## src/rtl/mkd_pkg.sv

```systemverilog
package mkd_pkg;

  // Buffer geometry.
  localparam int unsigned MAX_SYMBOLS = 4;
  localparam int unsigned SYM_IDX_W   = $clog2(MAX_SYMBOLS);
  localparam int unsigned COUNT_W     = $clog2(MAX_SYMBOLS + 1);

  // Field widths.
  localparam int unsigned MS_W     = 16;
  localparam int unsigned OP_W     = 2;
  localparam int unsigned CHAR_W   = 7;
  localparam int unsigned CLASS_W  = 2;
  localparam int unsigned CFG_IDX_W = 2;

  // Operation codes.
  localparam logic [OP_W-1:0] OP_RELEASE = 2'd0;
  localparam logic [OP_W-1:0] OP_SPACE   = 2'd1;
  localparam logic [OP_W-1:0] OP_CLEAR   = 2'd2;

  // Symbol classes.
  localparam logic [CLASS_W-1:0] CLS_NONE    = 2'd0;
  localparam logic [CLASS_W-1:0] CLS_DOT     = 2'd1;
  localparam logic [CLASS_W-1:0] CLS_DASH    = 2'd2;
  localparam logic [CLASS_W-1:0] CLS_INVALID = 2'd3;

  // Configuration register indexes.
  localparam logic [CFG_IDX_W-1:0] CFG_SHORT_LIMIT = 2'd0;
  localparam logic [CFG_IDX_W-1:0] CFG_LONG_LIMIT  = 2'd1;
  localparam logic [CFG_IDX_W-1:0] CFG_GAP_LIMIT   = 2'd2;

  // Configuration reset values.
  localparam logic [MS_W-1:0] SHORT_LIMIT_RST = 16'd250;
  localparam logic [MS_W-1:0] LONG_LIMIT_RST  = 16'd1000;
  localparam logic [MS_W-1:0] GAP_LIMIT_RST   = 16'd1000;

  // Character emitted when the held symbols match no letter.
  localparam logic [CHAR_W-1:0] CHAR_UNKNOWN = 7'h3F;

  typedef struct packed {
    logic [MS_W-1:0] short_limit;
    logic [MS_W-1:0] long_limit;
    logic [MS_W-1:0] gap_limit;
  } mkd_cfg_t;

  // Held symbols: bit i of pattern is symbol i, 1 for a dash.
  typedef struct packed {
    logic [MAX_SYMBOLS-1:0] pattern;
    logic [COUNT_W-1:0]     count;
  } mkd_state_t;

  typedef struct packed {
    logic [OP_W-1:0] operation;
    logic [MS_W-1:0] press_ms;
    logic [MS_W-1:0] gap_ms;
  } mkd_item_t;

  typedef struct packed {
    logic                 letter_valid;
    logic [CHAR_W-1:0]    letter;
    logic [CLASS_W-1:0]   symbol_class;
    logic [COUNT_W-1:0]   symbols_held;
  } mkd_result_t;

endpackage

```

## src/rtl/mkd_match.sv

```systemverilog
module mkd_match
  import mkd_pkg::*;
(
  input  mkd_state_t        held,
  output logic [CHAR_W-1:0] letter
);

  // Table lookup keyed on symbol count and pattern; unused pattern bits are zero.
  always_comb begin
    case ({held.count, held.pattern})
      {3'd2, 4'd2}:  letter = 7'h41; // A
      {3'd4, 4'd1}:  letter = 7'h42; // B
      {3'd4, 4'd5}:  letter = 7'h43; // C
      {3'd3, 4'd1}:  letter = 7'h44; // D
      {3'd1, 4'd0}:  letter = 7'h45; // E
      {3'd4, 4'd4}:  letter = 7'h46; // F
      {3'd3, 4'd3}:  letter = 7'h47; // G
      {3'd4, 4'd0}:  letter = 7'h48; // H
      {3'd2, 4'd0}:  letter = 7'h49; // I
      {3'd4, 4'd14}: letter = 7'h4A; // J
      {3'd3, 4'd5}:  letter = 7'h4B; // K
      {3'd4, 4'd2}:  letter = 7'h4C; // L
      {3'd2, 4'd3}:  letter = 7'h4D; // M
      {3'd2, 4'd1}:  letter = 7'h4E; // N
      {3'd3, 4'd7}:  letter = 7'h4F; // O
      {3'd4, 4'd6}:  letter = 7'h50; // P
      {3'd4, 4'd11}: letter = 7'h51; // Q
      {3'd3, 4'd2}:  letter = 7'h52; // R
      {3'd3, 4'd0}:  letter = 7'h53; // S
      {3'd1, 4'd1}:  letter = 7'h54; // T
      {3'd3, 4'd4}:  letter = 7'h55; // U
      {3'd4, 4'd8}:  letter = 7'h56; // V
      {3'd3, 4'd6}:  letter = 7'h57; // W
      {3'd4, 4'd9}:  letter = 7'h58; // X
      {3'd4, 4'd13}: letter = 7'h59; // Y
      {3'd4, 4'd3}:  letter = 7'h5A; // Z
      default:       letter = CHAR_UNKNOWN;
    endcase
  end

endmodule

```

## src/rtl/mkd_step.sv

```systemverilog
module mkd_step
  import mkd_pkg::*;
(
  input  mkd_cfg_t    cfg,
  input  mkd_state_t  cur,
  input  mkd_item_t   item,
  output mkd_state_t  nxt,
  output mkd_result_t res
);

  logic [CHAR_W-1:0]    match_letter;
  logic                 flush;
  logic [CLASS_W-1:0]   cls;
  mkd_state_t           base;
  mkd_state_t           appended;

  mkd_match u_match (
    .held   (cur),
    .letter (match_letter)
  );

  // A long gap or a full buffer ends the pending letter before the new symbol.
  assign flush = (item.gap_ms > cfg.gap_limit) ||
                 (cur.count >= COUNT_W'(MAX_SYMBOLS));

  // The long limit is checked first so it wins over the dot test.
  always_comb begin
    if (item.press_ms >= cfg.long_limit) begin
      cls = CLS_INVALID;
    end else if (item.press_ms < cfg.short_limit) begin
      cls = CLS_DOT;
    end else begin
      cls = CLS_DASH;
    end
  end

  // Append a valid symbol to the buffer left after an optional flush.
  always_comb begin
    base     = flush ? '0 : cur;
    appended = base;
    if (cls != CLS_INVALID && base.count < COUNT_W'(MAX_SYMBOLS)) begin
      if (cls == CLS_DASH) begin
        appended.pattern[base.count[SYM_IDX_W-1:0]] = 1'b1;
      end
      appended.count = base.count + COUNT_W'(1);
    end
  end

  // Per-operation next state and result word.
  always_comb begin
    nxt              = cur;
    res.letter_valid = 1'b0;
    res.letter       = '0;
    res.symbol_class = CLS_NONE;
    case (item.operation)
      OP_RELEASE: begin
        nxt              = appended;
        res.letter_valid = flush;
        res.letter       = flush ? match_letter : '0;
        res.symbol_class = cls;
      end
      OP_SPACE: begin
        nxt              = '0;
        res.letter_valid = 1'b1;
        res.letter       = match_letter;
      end
      OP_CLEAR: begin
        nxt = '0;
      end
      default: begin
        nxt = cur;
      end
    endcase
    res.symbols_held = nxt.count;
  end

endmodule

```

## src/rtl/morse_keypress_decoder.sv

```systemverilog
// Channel | Direction | Handshake              | Word
// in_     | input     | in_valid / in_ready    | operation, press_ms, gap_ms
// out_    | output    | out_valid / out_ready  | letter_valid, letter, symbol_class,
//         |           |                        | symbols_held
// cfg_    | input     | cfg_we (no wait)       | cfg_index, cfg_wdata
//
// One word per cycle sustained while the output is not stalled.
// The input register feeds the table match and classifier, whose result and buffer
// update are captured together in the output register and the state registers.
// Reset is synchronous and active low; it clears the buffer and loads the default limits.
// A stalled output holds the word in the input register; in_ready then drops.
module morse_keypress_decoder
  import mkd_pkg::*;
(
  input  logic                 clk,
  input  logic                 rst_n,
  input  logic                 in_valid,
  output logic                 in_ready,
  input  logic [OP_W-1:0]      in_operation,
  input  logic [MS_W-1:0]      in_press_ms,
  input  logic [MS_W-1:0]      in_gap_ms,
  output logic                 out_valid,
  input  logic                 out_ready,
  output logic                 out_letter_valid,
  output logic [CHAR_W-1:0]    out_letter,
  output logic [CLASS_W-1:0]   out_symbol_class,
  output logic [COUNT_W-1:0]   out_symbols_held,
  input  logic                 cfg_we,
  input  logic [CFG_IDX_W-1:0] cfg_index,
  input  logic [MS_W-1:0]      cfg_wdata
);

  mkd_cfg_t    cfg_r;
  mkd_state_t  state_r;
  mkd_state_t  state_nxt;
  mkd_item_t   item_r;
  logic        item_valid_r;
  mkd_result_t res_r;
  mkd_result_t res_nxt;
  logic        out_valid_r;
  logic        advance;

  // A held word moves on when the output register is empty or being drained.
  assign advance  = item_valid_r && (!out_valid_r || out_ready);
  assign in_ready = !item_valid_r || advance;

  // Configuration registers.
  always_ff @(posedge clk) begin
    if (!rst_n) begin
      cfg_r.short_limit <= SHORT_LIMIT_RST;
      cfg_r.long_limit  <= LONG_LIMIT_RST;
      cfg_r.gap_limit   <= GAP_LIMIT_RST;
    end else if (cfg_we) begin
      case (cfg_index)
        CFG_SHORT_LIMIT: cfg_r.short_limit <= cfg_wdata;
        CFG_LONG_LIMIT:  cfg_r.long_limit  <= cfg_wdata;
        CFG_GAP_LIMIT:   cfg_r.gap_limit   <= cfg_wdata;
        default: begin
        end
      endcase
    end
  end

  // Input register.
  always_ff @(posedge clk) begin
    if (!rst_n) begin
      item_valid_r <= 1'b0;
    end else if (in_ready) begin
      item_valid_r <= in_valid;
    end
  end

  always_ff @(posedge clk) begin
    if (in_valid && in_ready) begin
      item_r.operation <= in_operation;
      item_r.press_ms  <= in_press_ms;
      item_r.gap_ms    <= in_gap_ms;
    end
  end

  mkd_step u_step (
    .cfg  (cfg_r),
    .cur  (state_r),
    .item (item_r),
    .nxt  (state_nxt),
    .res  (res_nxt)
  );

  // Symbol buffer updates together with the output register.
  always_ff @(posedge clk) begin
    if (!rst_n) begin
      state_r <= '0;
    end else if (advance) begin
      state_r <= state_nxt;
    end
  end

  // Output register.
  always_ff @(posedge clk) begin
    if (!rst_n) begin
      out_valid_r <= 1'b0;
    end else if (advance) begin
      out_valid_r <= 1'b1;
    end else if (out_ready) begin
      out_valid_r <= 1'b0;
    end
  end

  always_ff @(posedge clk) begin
    if (advance) begin
      res_r <= res_nxt;
    end
  end

  assign out_valid        = out_valid_r;
  assign out_letter_valid = res_r.letter_valid;
  assign out_letter       = res_r.letter;
  assign out_symbol_class = res_r.symbol_class;
  assign out_symbols_held = res_r.symbols_held;

  // The buffer never holds more than its capacity.
  a_count_bound: assert property (@(posedge clk) disable iff (!rst_n)
    state_r.count <= COUNT_W'(MAX_SYMBOLS))
    else $error("symbol count above capacity");

  // A shown result reports the buffer it left behind.
  a_held_matches: assert property (@(posedge clk) disable iff (!rst_n)
    out_valid_r && $past(advance) |-> out_symbols_held == state_r.count)
    else $error("symbols_held disagrees with buffer");

  // No decoded letter means the letter field is zero.
  a_letter_zero: assert property (@(posedge clk) disable iff (!rst_n)
    out_valid_r && !res_r.letter_valid |-> res_r.letter == '0)
    else $error("letter set without letter_valid");

  // A held word with an empty output register produces a result next cycle.
  a_progress: assert property (@(posedge clk) disable iff (!rst_n)
    item_valid_r && !out_valid_r |=> out_valid_r)
    else $error("held word did not reach the output");

endmodule

```

## config.mk

```make
export PLATFORM = sky130hd
export DESIGN_NAME = morse_keypress_decoder
export DESIGN_NICKNAME = d
export VERILOG_FILES = /design/src/rtl/mkd_pkg.sv /design/src/rtl/mkd_match.sv /design/src/rtl/mkd_step.sv /design/src/rtl/morse_keypress_decoder.sv
export SDC_FILE = /design/constraint.sdc
export NUM_CORES = 1
export LEC_CHECK = 0
export ABC_AREA = 1
export BUFFER_PORTS_ARGS = -buffer_cell sky130_fd_sc_hd__buf_2
export CAP_MARGIN = 5
export CORE_MARGIN = 10
export CORE_UTILIZATION = 45
export DETAILED_ROUTE_END_ITERATION = 10
export GPL_ROUTABILITY_DRIVEN = 0
export HOLD_SLACK_MARGIN = 0.08
export PLACE_DENSITY = 0.74
export SYNTH_ARGS = -nofsm -noshare
export SYNTH_HDL_FRONTEND = slang
export SYNTH_SLANG_ARGS = --single-unit
```

## constraint.sdc

```tcl
create_clock -name clk -period 1.95 [get_ports clk]
set_input_delay 0.585 -clock clk [delete_from_list [all_inputs] [get_ports clk]]
set_output_delay 0.585 -clock clk [all_outputs]
set_load 0.01 [all_outputs]
```

==> impl_metrics.ini <==
[outcome]
run_status = complete, but fails checks
failed_checks = negative setup slack

[setup_path]
regToRegEndpoint = out_symbols_held[1]
worst_setup_path_start_kind = flip-flop
setup.reg_to_reg.worst_slack_ns = -0.40
critical_path_required_ns = 2.05
path_class = flip-flop to flip-flop
reg2reg_from = item_r[7]
ff2ff_path_depth = 16
timing.critical_path.to_type = flip-flop
crit_path_max_fanout = 3
cp.arrival_ns = 2.45

[cts]
cts_tree = built
clock_insertion_delay_worst_skew_ns = 0.35
htreeDepth = 3
cts.root.buffer_cell = clkbuf_16
clk_path_buf_depth = 2
clock_sink_count = 104
tritoncts.num_buffers = 9
path_clk_slew_ns = 0.07

[die]
fp.dieArea_mm2 = 0.0165
placement_rows = 39
floorplan.die.height_um = 129
core_mm2 = 0.0115
initial_core_util_pct = 46.3
ios = 72
floorplan.die.width_um = 129

[sta]
grt_setup_unrepaired = yes
period_minus_slack_ns = 2.35
worst_tran_pin_value_ns = 0.472
max_freq_ghz = 0.425
final_min_period_over_clock_period_pct = 121
clock_skew_ns = 0.00672
timing_hold_violations_final = 0
postLayoutSetupSlackWorst_ns = -0.402
final.hold.worst_slack_ns = 0.402
max-slew-margin-rel_pct = 68.1
final-setup-viol-count = 18
drv_slew = 0

[final_layout]
design.final.nets = 795
share_of_layout_cells_above_drive_strength_1_pct = 27.6
area.growth.synth_to_final_pct = 24.6
antenna_cells_inserted = 0
multi_input_comb_area_mm2 = 0.00264
regArea_mm2 = 0.00255
final.fill_count = 937
post_layout_nonfiller_instances = 829

[yosys]
syn-cell-area_mm2 = 0.00531
synth_commonest_cells = 101 x nand2_1, 77 x inv_1, 59 x a21oi_1
syn-instance-count = 587
dominantRegCellSynth = dfxtp_1
syn_avg_cell_area_um2 = 9.04
synth_fp_nets = 701
yosysSeqAreaShare_pct = 48.1
yosysWarningCount = 0
synth_cell_type_count = 37
synth_seq_cells = 104
post_synth_main_area_contributors = edfxtp_1 27%, dfxtp_1 22%, ha_1 13%
post-synth-top-area-fraction_pct = 26.6
synth_most_common_cell = nand2_1
synth-edff-count = 47
yosys.area.top_type = edfxtp_1
synth-async-reset-ratio_pct = 0

[hold_path]
worstHoldPathType = input port to flip-flop
holdPathEnd = item_r[24]
min_from = in_press_ms[8]
timing.hold.worst_path_depth = 1

[global_route]
first_global_vias = 4275
global_route_wire_length_before_repair_um = 20000
overflow = 0
antenna_found_initial = 0
gr_util_all_layers_pct = 14.8
grt_start_max_net_pins = 27

[flow_run]
maxCapViolCount = 0

[detailed_routing]
via_per_inst = 5.34
drt_drc_violations_left = 0
route.vias.total = 4428
drt-wirelength-per-cell_um = 15.4
drt_first_iter_violations = 310
number_of_nets_still_failing_antenna_checks_after_routing = 0
detailedRoute.firstPassIterationCount = 6
routed_wl_um = 12800

[placed_design]
io_buffers = 71
hpwl_um = 9210
place.detailed.instances = 808

[power_and_ir_drop]
p_leak_uw = 0.00290
pwr_density_cell_mw_per_mm2 = 756
worst_ir_drop_vdd_uv = 525
==> routing by layer <==
layer,vias to the layer above,track usage (%),wire length [µm]
li1,2189,-,-
met1,2044,18.5,5540
met2,160,24.0,6100
met3,35,4.11,844
met4,0,5.76,292
met5,-,0,0
==> worst max path at each step <==
stage | start | endpoint | slack, ns | cells past startpoint
after floorplan | item_r[15] | out_symbols_held[1] | -0.19 | 14
after global placement | item_r[7] | out_symbols_held[1] | -0.29 | 14
after detailed placement | item_r[7] | out_symbols_held[1] | -0.35 | 14
after CTS | item_r[1] | out_symbols_held[1] | -0.32 | 17
after global routing | item_r[15] | out_symbols_held[1] | -0.53 | 13
final | item_r[7] | out_symbols_held[1] | -0.40 | 16
==> sequential cells by signal, indices dropped and copies added, names as in the netlist <==
signal and count:
out_letter 7, item_r 34, state_r 7, item_valid_r 1, out_letter_valid 1, out_symbol_class 2, out_symbols_held 3, out_valid 1
cfg_r 48
==> cell families after synthesis <==
kind of cell / synth area share [%]
AND/OR/NAND/NOR: 16.4
flip-flops: 48.1
AO/OA/AOI/OAI: 14.8
buffers and inverters: 7.29
adder cells (fa/ha/maj): 13.4
==> layout by cell type, fill, tap and decap left out, drive strengths merged <==
master	instances
nor2	38
o21a	1
o2111ai	1
o221ai	2
edfxtp	47
buf	98
a21oi	62
and3	1
clkinv	4
nand2	109
and2	1
inv	84
o21bai	1
a22o	1
a31oi	3
dfxtp	57
o21ai	43
clkbuf	12
o311ai	2
ha	57
nand3	27
bufinv	1
nor3	8
nand4	6
a21o	2
o211ai	18
==> through the flow <==
stage | instance area (µm²) | setup WS, ns | utilization [%] | TNS, ns | power [µW]
2_1_floorplan | 5310 | -0.195 | - | -0.262 | 2850
3_3_place_gp | 5970 | -0.287 | 52.0 | -1.45 | 3040
3_5_place_dp | 5970 | -0.348 | 52.0 | -1.99 | 3070
4_1_cts | 6360 | -0.325 | 55.5 | -3.74 | 4940
5_1_grt | 6610 | -0.529 | 57.6 | -6.48 | 5210
6_report | 6610 | -0.402 | 57.6 | -3.93 | 5000
==> report_power, final <==
part           total (µW)  switching, µW  internal [µW]  leakage (µW)
clock                1870            791           1080      0.000152
sequential           2450           48.5           2400      0.000924
combinational         682            400            282       0.00182
total                5000           1240           3760       0.00290
==> critical path: stages, from the launching register on <==
cell and delay, ns:
edfxtp_1 0.44, ha_4 0.30, nand2_1 0.07, nor2_2 0.17
nand2_2 0.08, nand2_2 0.08, nand2_2 0.05, nand2_2 0.07
nand2_4 0.08, nand2_4 0.08, inv_4 0.04, ha_4 0.25
inv_2 0.03, o21ai_2 0.16, clkinv_2 0.08, nand2_2 0.06
o21ai_2 0.05
==> final cells by class <==
cell class | instances | area share [%]
Inverter | 85 | 4.96
Clock buffer | 12 | 3.90
Multi-Input combinational cell | 383 | 40.0
Tap cell | 143 | 2.71
Timing Repair Buffer | 98 | 9.05
Clock inverter | 4 | 0.757
Sequential cell | 104 | 38.6
==> timing repair <==
item	CTS	global route
setup buffers	3	3
hold buffers	0	0
pin swaps	14	25
endpoints found under the setup margin	18	18
resized for setup	17	44
(Power assumes the default switching activity.)
